===== src/hdl/mrrs_pkg.sv =====
// ----------------------------------------------------------------------------
// mrrs_pkg
// Shared types, constants and the CRC-16 byte update for the Modbus RTU
// read-holding-registers slave.
// ----------------------------------------------------------------------------
`default_nettype none

package mrrs_pkg;

  localparam int FRAME_BYTES = 8;
  localparam int FRAME_W     = 3;

  localparam logic [7:0]  FC_READ  = 8'h03;
  localparam logic [15:0] CRC_INIT = 16'hFFFF;
  localparam logic [15:0] CRC_POLY = 16'hA001;

  // configuration register indexes
  localparam logic CFG_STATION_ADDR = 1'b0;
  localparam logic CFG_CRC_CHECK    = 1'b1;

  typedef enum logic [3:0] {
    S_IDLE,
    S_CHK,
    S_EVAL,
    S_HDR_ADDR,
    S_HDR_FUNC,
    S_HDR_BCNT,
    S_RD,
    S_DHI,
    S_DLO,
    S_CRC_LO,
    S_CRC_HI
  } state_t;

  // source of the byte loaded into the output register
  typedef enum logic [2:0] {
    SRC_ADDR,
    SRC_FUNC,
    SRC_BCNT,
    SRC_HI,
    SRC_LO,
    SRC_CRC_LO,
    SRC_CRC_HI
  } src_t;

  typedef struct packed {
    logic take_byte;
    logic take_write;
    logic chk_start;
    logic chk_step;
    logic load_req;
    logic emit;
    src_t src;
    logic rd_issue;
    logic cnt_inc;
  } cmd_t;

  typedef struct packed {
    logic fill_last;
    logic chk_last;
    logic req_ok;
    logic qty_zero;
    logic word_last;
    logic out_free;
  } sts_t;

  // CRC-16/Modbus, one byte, reflected
  function automatic logic [15:0] crc_update(input logic [15:0] crc_in,
                                             input logic [7:0]  data);
    logic [15:0] c;
    c = crc_in ^ {8'h00, data};
    for (int k = 0; k < 8; k++) begin
      if (c[0]) begin
        c = (c >> 1) ^ CRC_POLY;
      end else begin
        c = c >> 1;
      end
    end
    return c;
  endfunction

endpackage

`default_nettype wire


===== src/hdl/mrrs_in_if.sv =====
// ----------------------------------------------------------------------------
// mrrs_in_if
// Request channel: received line bytes and holding register writes.
// ----------------------------------------------------------------------------
`default_nettype none

interface mrrs_in_if;
  logic        valid;
  logic        ready;
  logic        command;
  logic [7:0]  rx_byte;
  logic [3:0]  reg_index;
  logic [15:0] reg_value;

  modport source (output valid, command, rx_byte, reg_index, reg_value,
                  input ready);
  modport sink   (input valid, command, rx_byte, reg_index, reg_value,
                  output ready);
endinterface

`default_nettype wire


===== src/hdl/mrrs_out_if.sv =====
// ----------------------------------------------------------------------------
// mrrs_out_if
// Response channel: one response byte per beat.
// ----------------------------------------------------------------------------
`default_nettype none

interface mrrs_out_if;
  logic       valid;
  logic       ready;
  logic [7:0] tx_byte;
  logic       last_byte;

  modport source (output valid, tx_byte, last_byte, input ready);
  modport sink   (input valid, tx_byte, last_byte, output ready);
endinterface

`default_nettype wire


===== src/hdl/mrrs_ctrl.sv =====
// ----------------------------------------------------------------------------
// mrrs_ctrl
// Sequencer: collects the request, runs the CRC check, validates and walks
// the response frame one byte at a time.
// ----------------------------------------------------------------------------
`default_nettype none

module mrrs_ctrl (
  input  wire logic          clk,
  input  wire logic          rst,
  input  wire logic          in_valid,
  input  wire logic          in_command,
  output logic               in_ready,
  input  wire mrrs_pkg::sts_t sts,
  output mrrs_pkg::cmd_t     cmd
);
  import mrrs_pkg::*;

  state_t state, state_next;
  logic   accept;

  assign in_ready = (state == S_IDLE);
  assign accept   = in_valid && in_ready;

  always_ff @(posedge clk) begin
    if (rst) begin
      state <= S_IDLE;
    end else begin
      state <= state_next;
    end
  end

  always_comb begin
    state_next = state;
    case (state)
      S_IDLE: begin
        if (accept && !in_command && sts.fill_last) state_next = S_CHK;
      end
      S_CHK: begin
        if (sts.chk_last) state_next = S_EVAL;
      end
      S_EVAL: begin
        state_next = sts.req_ok ? S_HDR_ADDR : S_IDLE;
      end
      S_HDR_ADDR: begin
        if (sts.out_free) state_next = S_HDR_FUNC;
      end
      S_HDR_FUNC: begin
        if (sts.out_free) state_next = S_HDR_BCNT;
      end
      S_HDR_BCNT: begin
        if (sts.out_free) state_next = sts.qty_zero ? S_CRC_LO : S_RD;
      end
      S_RD: begin
        state_next = S_DHI;
      end
      S_DHI: begin
        if (sts.out_free) state_next = S_DLO;
      end
      S_DLO: begin
        if (sts.out_free) state_next = sts.word_last ? S_CRC_LO : S_RD;
      end
      S_CRC_LO: begin
        if (sts.out_free) state_next = S_CRC_HI;
      end
      S_CRC_HI: begin
        if (sts.out_free) state_next = S_IDLE;
      end
      default: begin
        state_next = S_IDLE;
      end
    endcase
  end

  always_comb begin
    cmd            = '0;
    cmd.src        = SRC_ADDR;
    cmd.take_byte  = accept && !in_command;
    cmd.take_write = accept && in_command;
    case (state)
      S_IDLE: begin
        cmd.chk_start = accept && !in_command && sts.fill_last;
      end
      S_CHK: begin
        cmd.chk_step = 1'b1;
      end
      S_EVAL: begin
        cmd.load_req = 1'b1;
      end
      S_HDR_ADDR: begin
        cmd.emit = sts.out_free;
        cmd.src  = SRC_ADDR;
      end
      S_HDR_FUNC: begin
        cmd.emit = sts.out_free;
        cmd.src  = SRC_FUNC;
      end
      S_HDR_BCNT: begin
        cmd.emit = sts.out_free;
        cmd.src  = SRC_BCNT;
      end
      S_RD: begin
        cmd.rd_issue = 1'b1;
      end
      S_DHI: begin
        cmd.emit = sts.out_free;
        cmd.src  = SRC_HI;
      end
      S_DLO: begin
        cmd.emit    = sts.out_free;
        cmd.src     = SRC_LO;
        cmd.cnt_inc = sts.out_free;
      end
      S_CRC_LO: begin
        cmd.emit = sts.out_free;
        cmd.src  = SRC_CRC_LO;
      end
      S_CRC_HI: begin
        cmd.emit = sts.out_free;
        cmd.src  = SRC_CRC_HI;
      end
      default: begin
        cmd.emit = 1'b0;
      end
    endcase
  end

`ifndef SYNTH
  // a byte is only loaded when the output register can take it
  a_emit_free: assert property (@(posedge clk) disable iff (rst)
    cmd.emit |-> sts.out_free)
    else $error("emit while output register busy");

  // a rejected request returns to collecting
  a_reject_idle: assert property (@(posedge clk) disable iff (rst)
    (state == S_EVAL && !sts.req_ok) |=> in_ready)
    else $error("rejected request did not return to idle");
`endif

endmodule

`default_nettype wire


===== src/hdl/mrrs_dp.sv =====
// ----------------------------------------------------------------------------
// mrrs_dp
// Datapath: request frame store, CRC units, request decode, holding
// register memory and the response output register.
// ----------------------------------------------------------------------------
`default_nettype none

module mrrs_dp #(
  parameter int REG_COUNT = 16,
  parameter int MAX_READ  = 16
) (
  input  wire logic           clk,
  input  wire logic           rst,
  input  wire mrrs_pkg::cmd_t cmd,
  output mrrs_pkg::sts_t      sts,
  input  wire logic [7:0]     station_addr,
  input  wire logic           crc_check_enable,
  input  wire logic [7:0]     rx_byte,
  input  wire logic [3:0]     reg_index,
  input  wire logic [15:0]    reg_value,
  input  wire logic           out_ready,
  output logic                out_valid,
  output logic [7:0]          tx_byte,
  output logic                last_byte
);
  import mrrs_pkg::*;

  localparam int IDX_W = (REG_COUNT > 1) ? $clog2(REG_COUNT) : 1;
  localparam int CNT_W = $clog2(MAX_READ + 1);

  logic [7:0]         frame [FRAME_BYTES];
  logic [FRAME_W-1:0] fill;
  logic [FRAME_W-1:0] ptr;
  logic [15:0]        chk_crc;
  logic [15:0]        crc;
  logic [IDX_W-1:0]   start_q;
  logic [CNT_W-1:0]   qty_q;
  logic [CNT_W-1:0]   cnt;

  logic [15:0]          mem [REG_COUNT];
  logic [REG_COUNT-1:0] vbits;
  logic [15:0]          rd_data;
  logic                 rd_vld;
  logic [IDX_W-1:0]     rd_addr;
  logic [IDX_W-1:0]     wr_addr;
  logic                 wr_ok;

  logic [15:0] start_w;
  logic [15:0] qty_w;
  logic [16:0] end_sum;
  logic        crc_ok;
  logic [15:0] word;
  logic [7:0]  byte_sel;

  // ---- request frame ----
  always_ff @(posedge clk) begin
    if (rst) begin
      fill <= '0;
    end else if (cmd.take_byte) begin
      fill <= fill + FRAME_W'(1);
    end
  end

  always_ff @(posedge clk) begin
    if (cmd.take_byte) begin
      frame[fill] <= rx_byte;
    end
  end

  // CRC over bytes 0..5, one byte a cycle
  always_ff @(posedge clk) begin
    if (cmd.chk_start) begin
      ptr     <= '0;
      chk_crc <= CRC_INIT;
    end else if (cmd.chk_step) begin
      ptr     <= ptr + FRAME_W'(1);
      chk_crc <= crc_update(chk_crc, frame[ptr]);
    end
  end

  assign start_w = {frame[2], frame[3]};
  assign qty_w   = {frame[4], frame[5]};
  assign end_sum = {1'b0, start_w} + {1'b0, qty_w};
  assign crc_ok  = !crc_check_enable ||
                   (chk_crc == {frame[FRAME_BYTES-1], frame[FRAME_BYTES-2]});

  // ---- response sequencing registers ----
  always_ff @(posedge clk) begin
    if (cmd.load_req) begin
      start_q <= IDX_W'(start_w);
      qty_q   <= CNT_W'(qty_w);
      cnt     <= '0;
    end else if (cmd.cnt_inc) begin
      cnt <= cnt + CNT_W'(1);
    end
  end

  always_ff @(posedge clk) begin
    if (cmd.load_req) begin
      crc <= CRC_INIT;
    end else if (cmd.emit && cmd.src != SRC_CRC_LO && cmd.src != SRC_CRC_HI) begin
      crc <= crc_update(crc, byte_sel);
    end
  end

  // ---- holding registers ----
  assign wr_ok   = (32'(reg_index) < 32'(REG_COUNT));
  assign wr_addr = IDX_W'(reg_index);
  assign rd_addr = start_q + IDX_W'(cnt);

  always_ff @(posedge clk) begin
    if (cmd.take_write && wr_ok) begin
      mem[wr_addr] <= reg_value;
    end
    if (cmd.rd_issue) begin
      rd_data <= mem[rd_addr];
    end
  end

  // entries never written read as zero
  always_ff @(posedge clk) begin
    if (rst) begin
      vbits <= '0;
    end else if (cmd.take_write && wr_ok) begin
      vbits[wr_addr] <= 1'b1;
    end
  end

  always_ff @(posedge clk) begin
    if (cmd.rd_issue) begin
      rd_vld <= vbits[rd_addr];
    end
  end

  assign word = rd_vld ? rd_data : 16'h0000;

  // ---- output byte select and register ----
  always_comb begin
    case (cmd.src)
      SRC_ADDR:   byte_sel = frame[0];
      SRC_FUNC:   byte_sel = FC_READ;
      SRC_BCNT:   byte_sel = {frame[5][6:0], 1'b0};
      SRC_HI:     byte_sel = word[15:8];
      SRC_LO:     byte_sel = word[7:0];
      SRC_CRC_LO: byte_sel = crc[7:0];
      SRC_CRC_HI: byte_sel = crc[15:8];
      default:    byte_sel = 8'h00;
    endcase
  end

  always_ff @(posedge clk) begin
    if (rst) begin
      out_valid <= 1'b0;
    end else if (cmd.emit) begin
      out_valid <= 1'b1;
    end else if (out_ready) begin
      out_valid <= 1'b0;
    end
  end

  always_ff @(posedge clk) begin
    if (cmd.emit) begin
      tx_byte   <= byte_sel;
      last_byte <= (cmd.src == SRC_CRC_HI);
    end
  end

  // ---- status ----
  always_comb begin
    sts.fill_last = (fill == FRAME_W'(FRAME_BYTES - 1));
    sts.chk_last  = (ptr == FRAME_W'(FRAME_BYTES - 3));
    sts.req_ok    = crc_ok && (frame[0] == station_addr) && (frame[1] == FC_READ) &&
                    (qty_w <= 16'(MAX_READ)) && (end_sum <= 17'(REG_COUNT));
    sts.qty_zero  = (qty_q == '0);
    sts.word_last = ((cnt + CNT_W'(1)) == qty_q);
    sts.out_free  = !out_valid || out_ready;
  end

`ifndef SYNTH
  // the final CRC byte is flagged as last on the output
  a_last_flag: assert property (@(posedge clk) disable iff (rst)
    (cmd.emit && cmd.src == SRC_CRC_HI) |=> (out_valid && last_byte))
    else $error("CRC high byte not marked last");

  // a completed frame restarts collection
  a_fill_wrap: assert property (@(posedge clk) disable iff (rst)
    (cmd.take_byte && sts.fill_last) |=> (fill == '0))
    else $error("frame fill did not wrap");

  // register reads stay inside the store
  a_rd_range: assert property (@(posedge clk) disable iff (rst)
    cmd.rd_issue |-> (32'(rd_addr) < 32'(REG_COUNT)))
    else $error("register read out of range");

  // a register write leaves the frame being collected alone
  a_write_fill: assert property (@(posedge clk) disable iff (rst)
    (cmd.take_write && !cmd.take_byte) |=> $stable(fill))
    else $error("register write disturbed frame fill");
`endif

endmodule

`default_nettype wire


===== src/hdl/modbus_rtu_read_register_slave.sv =====
// ----------------------------------------------------------------------------
// modbus_rtu_read_register_slave
// Modbus RTU slave answering read holding registers (function 0x03).
// ----------------------------------------------------------------------------
// Line bytes and register writes enter on req. The eighth byte of a
// request closes the frame; the block then stops taking beats while it
// checks the request: a CRC pass over bytes 0..5 (one byte a cycle, always
// run, only compared when crc_check_enable is set) and a decode step. A
// rejected frame then returns to idle. An accepted frame of q registers
// then emits 3 header bytes, q big-endian words and the two CRC bytes, one
// byte per cycle on rsp while rsp is ready, with a registered
// holding-register read before each word. Register values written before
// a read are returned; never-written registers read as zero.
// ----------------------------------------------------------------------------
`default_nettype none

module modbus_rtu_read_register_slave #(
  parameter int REG_COUNT = 16,
  parameter int MAX_READ  = 16
) (
  input  wire logic       clk,
  input  wire logic       rst,
  input  wire logic       cfg_we,
  input  wire logic       cfg_index,
  input  wire logic [7:0] cfg_data,
  mrrs_in_if.sink         req,
  mrrs_out_if.source      rsp
);
  import mrrs_pkg::*;

  logic [7:0] station_addr;
  logic       crc_check_enable;
  cmd_t       cmd;
  sts_t       sts;

  always_ff @(posedge clk) begin
    if (rst) begin
      station_addr     <= 8'h01;
      crc_check_enable <= 1'b0;
    end else if (cfg_we) begin
      case (cfg_index)
        CFG_STATION_ADDR: station_addr     <= cfg_data;
        CFG_CRC_CHECK:    crc_check_enable <= cfg_data[0];
        default:          station_addr     <= station_addr;
      endcase
    end
  end

  mrrs_ctrl u_ctrl (
    .clk        (clk),
    .rst        (rst),
    .in_valid   (req.valid),
    .in_command (req.command),
    .in_ready   (req.ready),
    .sts        (sts),
    .cmd        (cmd)
  );

  mrrs_dp #(
    .REG_COUNT (REG_COUNT),
    .MAX_READ  (MAX_READ)
  ) u_dp (
    .clk              (clk),
    .rst              (rst),
    .cmd              (cmd),
    .sts              (sts),
    .station_addr     (station_addr),
    .crc_check_enable (crc_check_enable),
    .rx_byte          (req.rx_byte),
    .reg_index        (req.reg_index),
    .reg_value        (req.reg_value),
    .out_ready        (rsp.ready),
    .out_valid        (rsp.valid),
    .tx_byte          (rsp.tx_byte),
    .last_byte        (rsp.last_byte)
  );

endmodule

`default_nettype wire

===== src/flat_wrapper.sv =====
// flat-port wrapper written by rule: the top's interface ports become plain ports
module modbus_rtu_read_register_slave_flat import mrrs_pkg::*;
#(
  parameter int REG_COUNT = 16,
  parameter int MAX_READ  = 16
)
  (clk, rst, cfg_we, cfg_index, cfg_data, req_valid, req_command, req_rx_byte, req_reg_index, req_reg_value, req_ready, rsp_valid, rsp_tx_byte, rsp_last_byte, rsp_ready);
  mrrs_in_if req_i ();
  mrrs_out_if rsp_i ();
  input  wire logic clk;
  input  wire logic rst;
  input  wire logic cfg_we;
  input  wire logic cfg_index;
  input  wire logic [7:0] cfg_data;
  input wire logic [$bits(req_i.valid)-1:0] req_valid;
  input wire logic [$bits(req_i.command)-1:0] req_command;
  input wire logic [$bits(req_i.rx_byte)-1:0] req_rx_byte;
  input wire logic [$bits(req_i.reg_index)-1:0] req_reg_index;
  input wire logic [$bits(req_i.reg_value)-1:0] req_reg_value;
  output wire logic [$bits(req_i.ready)-1:0] req_ready;
  output wire logic [$bits(rsp_i.valid)-1:0] rsp_valid;
  output wire logic [$bits(rsp_i.tx_byte)-1:0] rsp_tx_byte;
  output wire logic [$bits(rsp_i.last_byte)-1:0] rsp_last_byte;
  input wire logic [$bits(rsp_i.ready)-1:0] rsp_ready;
  assign req_i.valid = req_valid;
  assign req_i.command = req_command;
  assign req_i.rx_byte = req_rx_byte;
  assign req_i.reg_index = req_reg_index;
  assign req_i.reg_value = req_reg_value;
  assign req_ready = req_i.ready;
  assign rsp_valid = rsp_i.valid;
  assign rsp_tx_byte = rsp_i.tx_byte;
  assign rsp_last_byte = rsp_i.last_byte;
  assign rsp_i.ready = rsp_ready;
  modbus_rtu_read_register_slave #(.REG_COUNT(REG_COUNT), .MAX_READ(MAX_READ)) u_core (.clk(clk), .rst(rst), .cfg_we(cfg_we), .cfg_index(cfg_index), .cfg_data(cfg_data), .req(req_i), .rsp(rsp_i));
endmodule

===== config.mk =====
export PLATFORM = sky130hd
export DESIGN_NAME = modbus_rtu_read_register_slave_flat
export DESIGN_NICKNAME = d
export VERILOG_FILES = /design/src/hdl/mrrs_pkg.sv /design/src/hdl/mrrs_in_if.sv /design/src/hdl/mrrs_out_if.sv /design/src/hdl/mrrs_ctrl.sv /design/src/hdl/mrrs_dp.sv /design/src/hdl/modbus_rtu_read_register_slave.sv /design/src/flat_wrapper.sv
export SDC_FILE = /design/constraint.sdc
export NUM_CORES = 1
export LEC_CHECK = 0
export BUFFER_PORTS_ARGS = -buffer_cell sky130_fd_sc_hd__buf_2
export CAP_MARGIN = 20
export CELL_PAD_IN_SITES_DETAIL_PLACEMENT = 1
export CELL_PAD_IN_SITES_GLOBAL_PLACEMENT = 1
export CORE_MARGIN = 2
export CORE_UTILIZATION = 40
export CTS_CLUSTER_DIAMETER = 200
export DETAILED_ROUTE_END_ITERATION = 8
export GPL_TIMING_DRIVEN = 0
export PLACE_DENSITY = 0.64
export SYNTH_ARGS = -nofsm -noshare
export SYNTH_HDL_FRONTEND = slang
export SYNTH_SLANG_ARGS = --single-unit
export TNS_END_PERCENT = 30

===== constraint.sdc =====
create_clock -name clk -period 3.08 [get_ports clk]
set_clock_uncertainty 0.1 [all_clocks]
set_input_delay 0.924 -clock clk [delete_from_list [all_inputs] [get_ports clk]]
set_output_delay 0.924 -clock clk [all_outputs]
set_load 0.005 [all_outputs]

Word-level counts from Yosys, hierarchy flattened
Memory sizes are Yosys's and may differ from the RTL's. A register that Yosys moved wholly into a read port is not among the register bits.
Index checks and enable logic that the tools add are counted.

word-level totals
  output and inout bits = 11
  latch bits = 0
  logic and storage cells = 182
  input bits = 43
  bits in read-only memories = 0
  memories = 2
  memory bits (writable) = 320
  bits in registers = 92

operators by class
  reduce and logical (&&, ||, !) cells = 24
  bitwise logic cells = 20
  shift operators = 0
  multiplexer cells = 78
  add/sub/neg operators = 5
  div/mod/pow operators = 0
  $lt $le $gt $ge = 5
  $mul = 0
  equal/unequal tests = 33

memory list
  name               depth  width  read ports  clocked after memory_dff  write ports  RTL line       RTL
  u_core.u_dp.mem    16     16     1           1                         1            mrrs_dp.sv:40  logic [15:0] mem [REG_COUNT];
  u_core.u_dp.frame  8      8      9           1                         1            mrrs_dp.sv:31  logic [7:0] frame [FRAME_BYTES];

operator list
  operator                                                         number
  two-way mux 16 bit                                               45
  case mux 8 bit (7 select lines)                                  1
  NOT 2 -> 3 bit                                                   16
  two-way mux 4 bit                                                11
  case mux 4 bit (11 select lines)                                 1
  XOR 16 x 8 -> 16 bit                                             2
  case mux 3 bit (6 select lines)                                  1
  adder 16 x 16 -> 17 bit                                          1
  less-or-equal comparator 17 x 5 -> 1 bit, second input constant  1
  equality test 16 bit                                             1
  equality test 4 x 3 -> 1 bit, second input constant              4
  less-or-equal comparator 16 x 5 -> 1 bit, second input constant  1
  OR 16 bit                                                        1
  equality test 3 bit, second input constant                       5
  two-way mux 1 bit                                                14
  != test 2 bit, second input constant                             7
  equality test 4 bit, second input constant                       3
  logical AND 1 bit                                                11
  < comparator 4 x 5 -> 1 bit, second input constant               2
  AND reduction 9 bit                                              1
  equality test 4 x 2 -> 1 bit, second input constant              2
  equality test 8 x 2 -> 1 bit, second input constant              1
  equality test 8 bit                                              1
  OR reduction 7 bit                                               1
  other kinds (22)                                                 31

Logic depth before layout (Yosys ltp)
  depth after elaboration = 35
  mapped depth = 12
  gate-level depth less buffers = 11

Modules after synthesis
From an unflattened synthesis, not the netlist that was laid out.

second synthesis, totals
  cells, all modules = 1,202
  area total of the unflattened synthesis = 18,733.0 um^2

by module, submodules not included
  module                          cells each  instances  area each (um^2)  sequential area each (um^2)
  mrrs_dp                         1,094       1          17,850.9          11,921.4
  mrrs_ctrl                       69          1          483.0             80.1
  modbus_rtu_read_register_slave  39          1          399.1             180.2

Worst setup path before layout
No wires, ideal clock.

  kind = reg-to-reg
  start point = register u_core.u_ctrl.state[1]
  end point = memory u_core.u_dp.mem[0][0] (enable)
  slack = -0.334 ns
  library setup time = 0.412 ns
  stages on the path, launching flop included = 9
  clock period less this slack = 3.414 ns
  arrival time = 2.903 ns
  path buffers = 3
  data required time = 2.568 ns
  path through = dfxtp_1 buf_2 buf_2 buf_6 or2_1 nor3_2 nand3_1 or3_1 nor3_1

on the way
  word-level cells in the longest chain between the ends = 5

ends and longest elaborated chain
  item                                     RTL line            RTL
  start, declared                          mrrs_ctrl.sv:19     state_t state, state_next;
  start signal, assigned                   mrrs_ctrl.sv:29     state <= state_next;
  logical NOT 4 bit                        mrrs_ctrl.sv:22     assign in_ready = (state == S_IDLE);
  net req_ready                            flat_wrapper.sv:20  output wire logic [$bits(req_i.ready)-1:0] req_ready;
  logical AND 1 bit                        mrrs_ctrl.sv:23     assign accept = in_valid && in_ready;
  logical AND 1 bit                        mrrs_ctrl.sv:79     cmd.take_write = accept && in_command;
  two-way mux 1 bit                        mrrs_dp.sv:112      if (cmd.take_write && wr_ok) begin
  two-way mux 1 bit (not written as such)  mrrs_dp.sv:113      mem[wr_addr] <= reg_value;
  end, declared                            mrrs_dp.sv:40

The timed path passes the listed nets, and every way through them passes these cells.

Worst setup path in the final report
  start point = register u_core.u_ctrl.state[2]
  end point = register u_core.u_dp.crc[0]

on the way
  elaborated cells between the ends (all ways) = 54
  classes of those cells = eq/ne (16); mux (26); bitwise (8); reduce/logical (4)

RTL lines
  item                                                                 RTL line         RTL
  equality test 4 bit or equality test 4 x 3 -> 1 bit (tied branches)  mrrs_ctrl.sv:80  case (state)
  case mux 3 bit (6 select lines) *                                    mrrs_ctrl.sv:80
  equality test 3 bit (tied with other cells)                          mrrs_dp.sv:139   case (cmd.src)
  case mux 8 bit (7 select lines) *                                    mrrs_dp.sv:139
  net u_core.u_dp.byte_sel[0]                                          mrrs_dp.sv:53    logic [7:0] byte_sel;
  XOR 16 x 8 -> 16 bit *                                               mrrs_pkg.sv:71   c = crc_in ^ {8'h00, data};
  two-way mux 16 bit *                                                 mrrs_pkg.sv:73   if (c[0]) begin
  two-way mux 16 bit *                                                 mrrs_dp.sv:101   end else if (cmd.emit && cmd.src != SRC_CRC_LO && cmd.src != SRC_CRC_HI) begin
  (+12 left out)                                                       -
  two-way mux 16 bit *                                                 mrrs_dp.sv:99    if (cmd.load_req) begin
  two-way mux 16 bit *                                                 mrrs_pkg.sv:73
  two-way mux 16 bit *                                                 mrrs_dp.sv:101
  two-way mux 16 bit *                                                 mrrs_dp.sv:99
  two-way mux 16 bit *                                                 mrrs_pkg.sv:73
  two-way mux 16 bit *                                                 mrrs_dp.sv:101
  two-way mux 16 bit *                                                 mrrs_dp.sv:99
  two-way mux 16 bit *                                                 mrrs_pkg.sv:73
  end signal, assigned                                                 mrrs_dp.sv:102   crc <= crc_update(crc, byte_sel);
  end, declared                                                        mrrs_dp.sv:35    logic [15:0] crc;

The timed path passes the listed nets; every way through them passes the cells marked *. The select of a mux whose other input is x is not followed.
A chain may end at the register's enable or synchronous reset.

==> results.cfg <==
[cells_and_area]
nets = 1394
drive_above_1_share = 0.2869
mostFrequentLayoutCell = edfxtp_1
antennaDiodeCount = 0
final_cells = 1963
syn_to_final_growth_pct = 20.38
layout_common_cells = 355 x edfxtp_1, 88 x nand2_1, 84 x mux4_2, 71 x dfxtp_1, 59 x nor2_1

[power_and_ir_drop]
powerDensity_mw_per_mm2 = 898.7
p_leak_nw = 7.613
p_sw_mw = 6.253
p_int_mw = 13.67
combPwrFrac = 0.338
ir_drop_v = 0.0008275
switching_share = 0.3138
pwr-share-seq = 0.357
pwr-share-clk = 0.305

[global_routing]
gr-total-overflow = 0
grt_pass1_wl_um = 73570
grtUsageMet3 = 0.02881
track_usage = 0.2090
grt_use_met1 = 0.2692
grt_pass1_vias = 11680
grt_max_degree = 17
antenna_found_initial = 0
met2_usage = 0.3681
grt-busiest-layer = met2

[timing]
setup_ws_ns = -0.02698
tightest_slew_ns = 0.8905
fmax_mhz = 321.9
setup_violations = 3
slew_headroom = 0.4042
drv_slew = 0
grt_setup_unrepaired = true
min_period_ns = 3.107
fin_hold_ws_ns = 0.3759
post-route-period-util = 1.009
hold_viol = 0

[place]
place_hpwl_um = 33940
portBuffers = 53
dp.cells = 1848
gp_congestion = 0.8277

[setup_path]
cp.required_ns = 3.45
cpPeakStageDelay_ns = 0.59
cp_max_fo = 10
cp_slowest_cell = or4_4
crit_family = XOR/XNOR gates
crit_arrival_ns = 3.48
critPathLaunchType = flip-flop
critPathCaptureType = flip-flop
crit_buf_inv = 1
worstSetupPathType = reg2reg
crit_chain = nand2b_4 > buf_6 > o221a_2 > or4_4 > xor2_4 > xnor2_2 > xnor3_2 > xor2_2 > mux2i_1 > nand2_1
r2r_slack_ns = -0.03

[yosys]
yosysSeqAreaShare = 0.6615
ys.flop_type = edfxtp_1
synth_async_sr_flop_share = 0
yosysTopAreaCell = edfxtp_1
synth_seq_cells = 431
synthCells = 1176
synth.area.top_cells = edfxtp_1 58%, mux4_2 10%, dfxtp_1 8.3%, xnor2_1 2.5%, mux2i_1 1.9%
synth.avg_cell_area_sq_um = 15.66
synth_edf_count = 355
synth_top_area_share = 0.5788
yosys_warnings = 0
netlist-cell-type-count = 76
syn_nets = 1245
synth_area_sq_mm = 0.01842

[run]
maxCapViolCount = 0

[cts]
cts.sinks = 431
cts_root_buf = clkbuf_16
clk_path_buf_depth = 3
hold_buffers = 0
clk_latency_ns = 0.58
tritoncts = built
path_clk_slew_ns = 0.06
htree_num_levels = 2
cts_buffers = 47

[floorplan]
start_util = 0.4058
die_w_um = 218.6
fp-row-count = 78
core_area_sq_mm = 0.04538
dieArea_sq_mm = 0.04777
ios = 54
die_h_um = 218.6

[detailed_routing]
drt_iter0_drc = 709
drt-total-wl_um = 48770
dr.pass1.iters = 4
drc = 0
ant_nets = 0
vias_per_cell = 5.502
vias = 10800
detail_route.wl_per_cell_um = 24.84

[worst_hold_path]
hold_class = reg2reg

[run_status]
violations = setup timing
outcome = finished, violations left
[logic make-up after synthesis]
| family | count (synthesis) | synth area share |
|---|---|---|
| AND/OR/NAND/NOR | 280 | 0.07419 |
| buffers and inverters | 72 | 0.01739 |
| adder cells (fa/ha/maj) | 26 | 0.01848 |
| multiplexers | 119 | 0.1217 |
| AO/OA/AOI/OAI | 164 | 0.06250 |
| flip-flops | 431 | 0.6615 |
| XOR/XNOR | 84 | 0.04423 |
[stage by stage]
stage          setup TNS [ns]  utilization  power (mW)  worst slack, ns  cell area [sq um]
6_report             -0.05805       0.4885       19.92         -0.02698              22170
2_1_floorplan          -5.398            -       11.51          -0.1838              18430
4_1_cts              -0.06660       0.4851       19.81         -0.06660              22010
3_3_place_gp          -422.13       0.4284       13.19           -2.151              19440
5_1_grt               -0.5888       0.4885       20.81          -0.1732              22170
3_5_place_dp          -154.21       0.4369       13.28           -1.126              19830
[power by group through the flow]
stage,Sequential (mW),Clock [mW],Combinational [mW]
after floorplan,7.08,0,4.43
after global placement,7.20,0,5.99
after detailed placement,7.20,0,6.08
after CTS,7.10,6.20,6.51
after global routing,7.16,6.41,7.25
final,7.11,6.08,6.73
[worst reg2reg max path: stages, from the launching register on]
cell      delay, ns
dfxtp_4        0.37
nand2b_4       0.15
buf_6          0.14
o221a_2        0.27
or4_4          0.59
xor2_4         0.19
xnor2_2        0.19
xnor3_2        0.49
xor2_2         0.22
mux2i_1        0.24
nand2_1        0.06
[synth_stat cells, drive strengths merged, types with 3 or more instances]
master / instances
edfxtp: 355
nand2: 89
mux4: 84
dfxtp: 76
nor2: 72
xnor2: 56
a21oi: 53
mux2i: 35
clkbuf: 34
buf: 26
ha: 24
nor2b: 24
xor2: 24
a211oi: 20
nor3: 18
o211ai: 17
nand3: 15
o21ai: 13
nand4: 12
inv: 11
a21o: 9
nand2b: 9
nand3b: 9
nor4: 7
and2: 6
a22oi: 5
and3: 5
o21ba: 5
a2111oi: 4
a2111o: 3
a221oi: 3
a32o: 3
o21a: 3
or2: 3
xnor3: 3
[path summary, 6_finish.rpt]
kind / from / end / depth (start not counted)
worst min register to register: u_core.station_addr[7] / u_core.station_addr[7] / 2
worst min-delay path: u_core.station_addr[7] / u_core.station_addr[7] / 2
worst max-delay path: u_core.u_ctrl.state[2] / u_core.u_dp.crc[0] / 10
worst max register to register: u_core.u_ctrl.state[2] / u_core.u_dp.crc[0] / 10
[layout make-up]
cell class              instances  area [sq um]
clock inverters                26         407.9
plain buffers                  57         361.6
multi-input cells             673          6315
inverters                      12         50.05
clock buffers                  61          1249
fillers                      4409         23210
flip-flops and latches        431         12190
repair buffers                103         843.3
well taps                     600         750.7
[timing repair]
action | in CTS | in global routing
buffers inserted | 30 | 2
gates resized for setup | 105 | 38
pin swaps | 26 | 7
endpoints found under the setup margin | 378 | 28
[registers in the layout, summed over array words and instances, names as in the netlist, named ones only]
signal,cells
u_core.u_dp.rd_vld,1
u_core.u_dp.crc,16
u_core.u_dp.vbits,16
u_core.u_dp.rd_data,16
u_core.u_dp.qty_q,5
u_core.u_dp.mem,256
u_core.u_ctrl.state,4
u_core.u_dp.frame,64
u_core.u_dp.cnt,5
u_core.u_dp.ptr,3
u_core.u_dp.out_valid,1
u_core.u_dp.last_byte,1
u_core.u_dp.start_q,4
u_core.u_dp.tx_byte,8
u_core.station_addr,8
u_core.u_dp.fill,3
u_core.crc_check_enable,1
u_core.u_dp.chk_crc,16
[routing by layer]
| metal | part of all wire | routed length [um] |
|---|---|---|
| met1 | 0.43 | 21050 |
| met2 | 0.51 | 24750 |
| met3 | 0.036 | 1755 |
| met4 | 0.025 | 1220 |
| met5 | 0 | 0 |
Power figures use the tool's default switching activity.
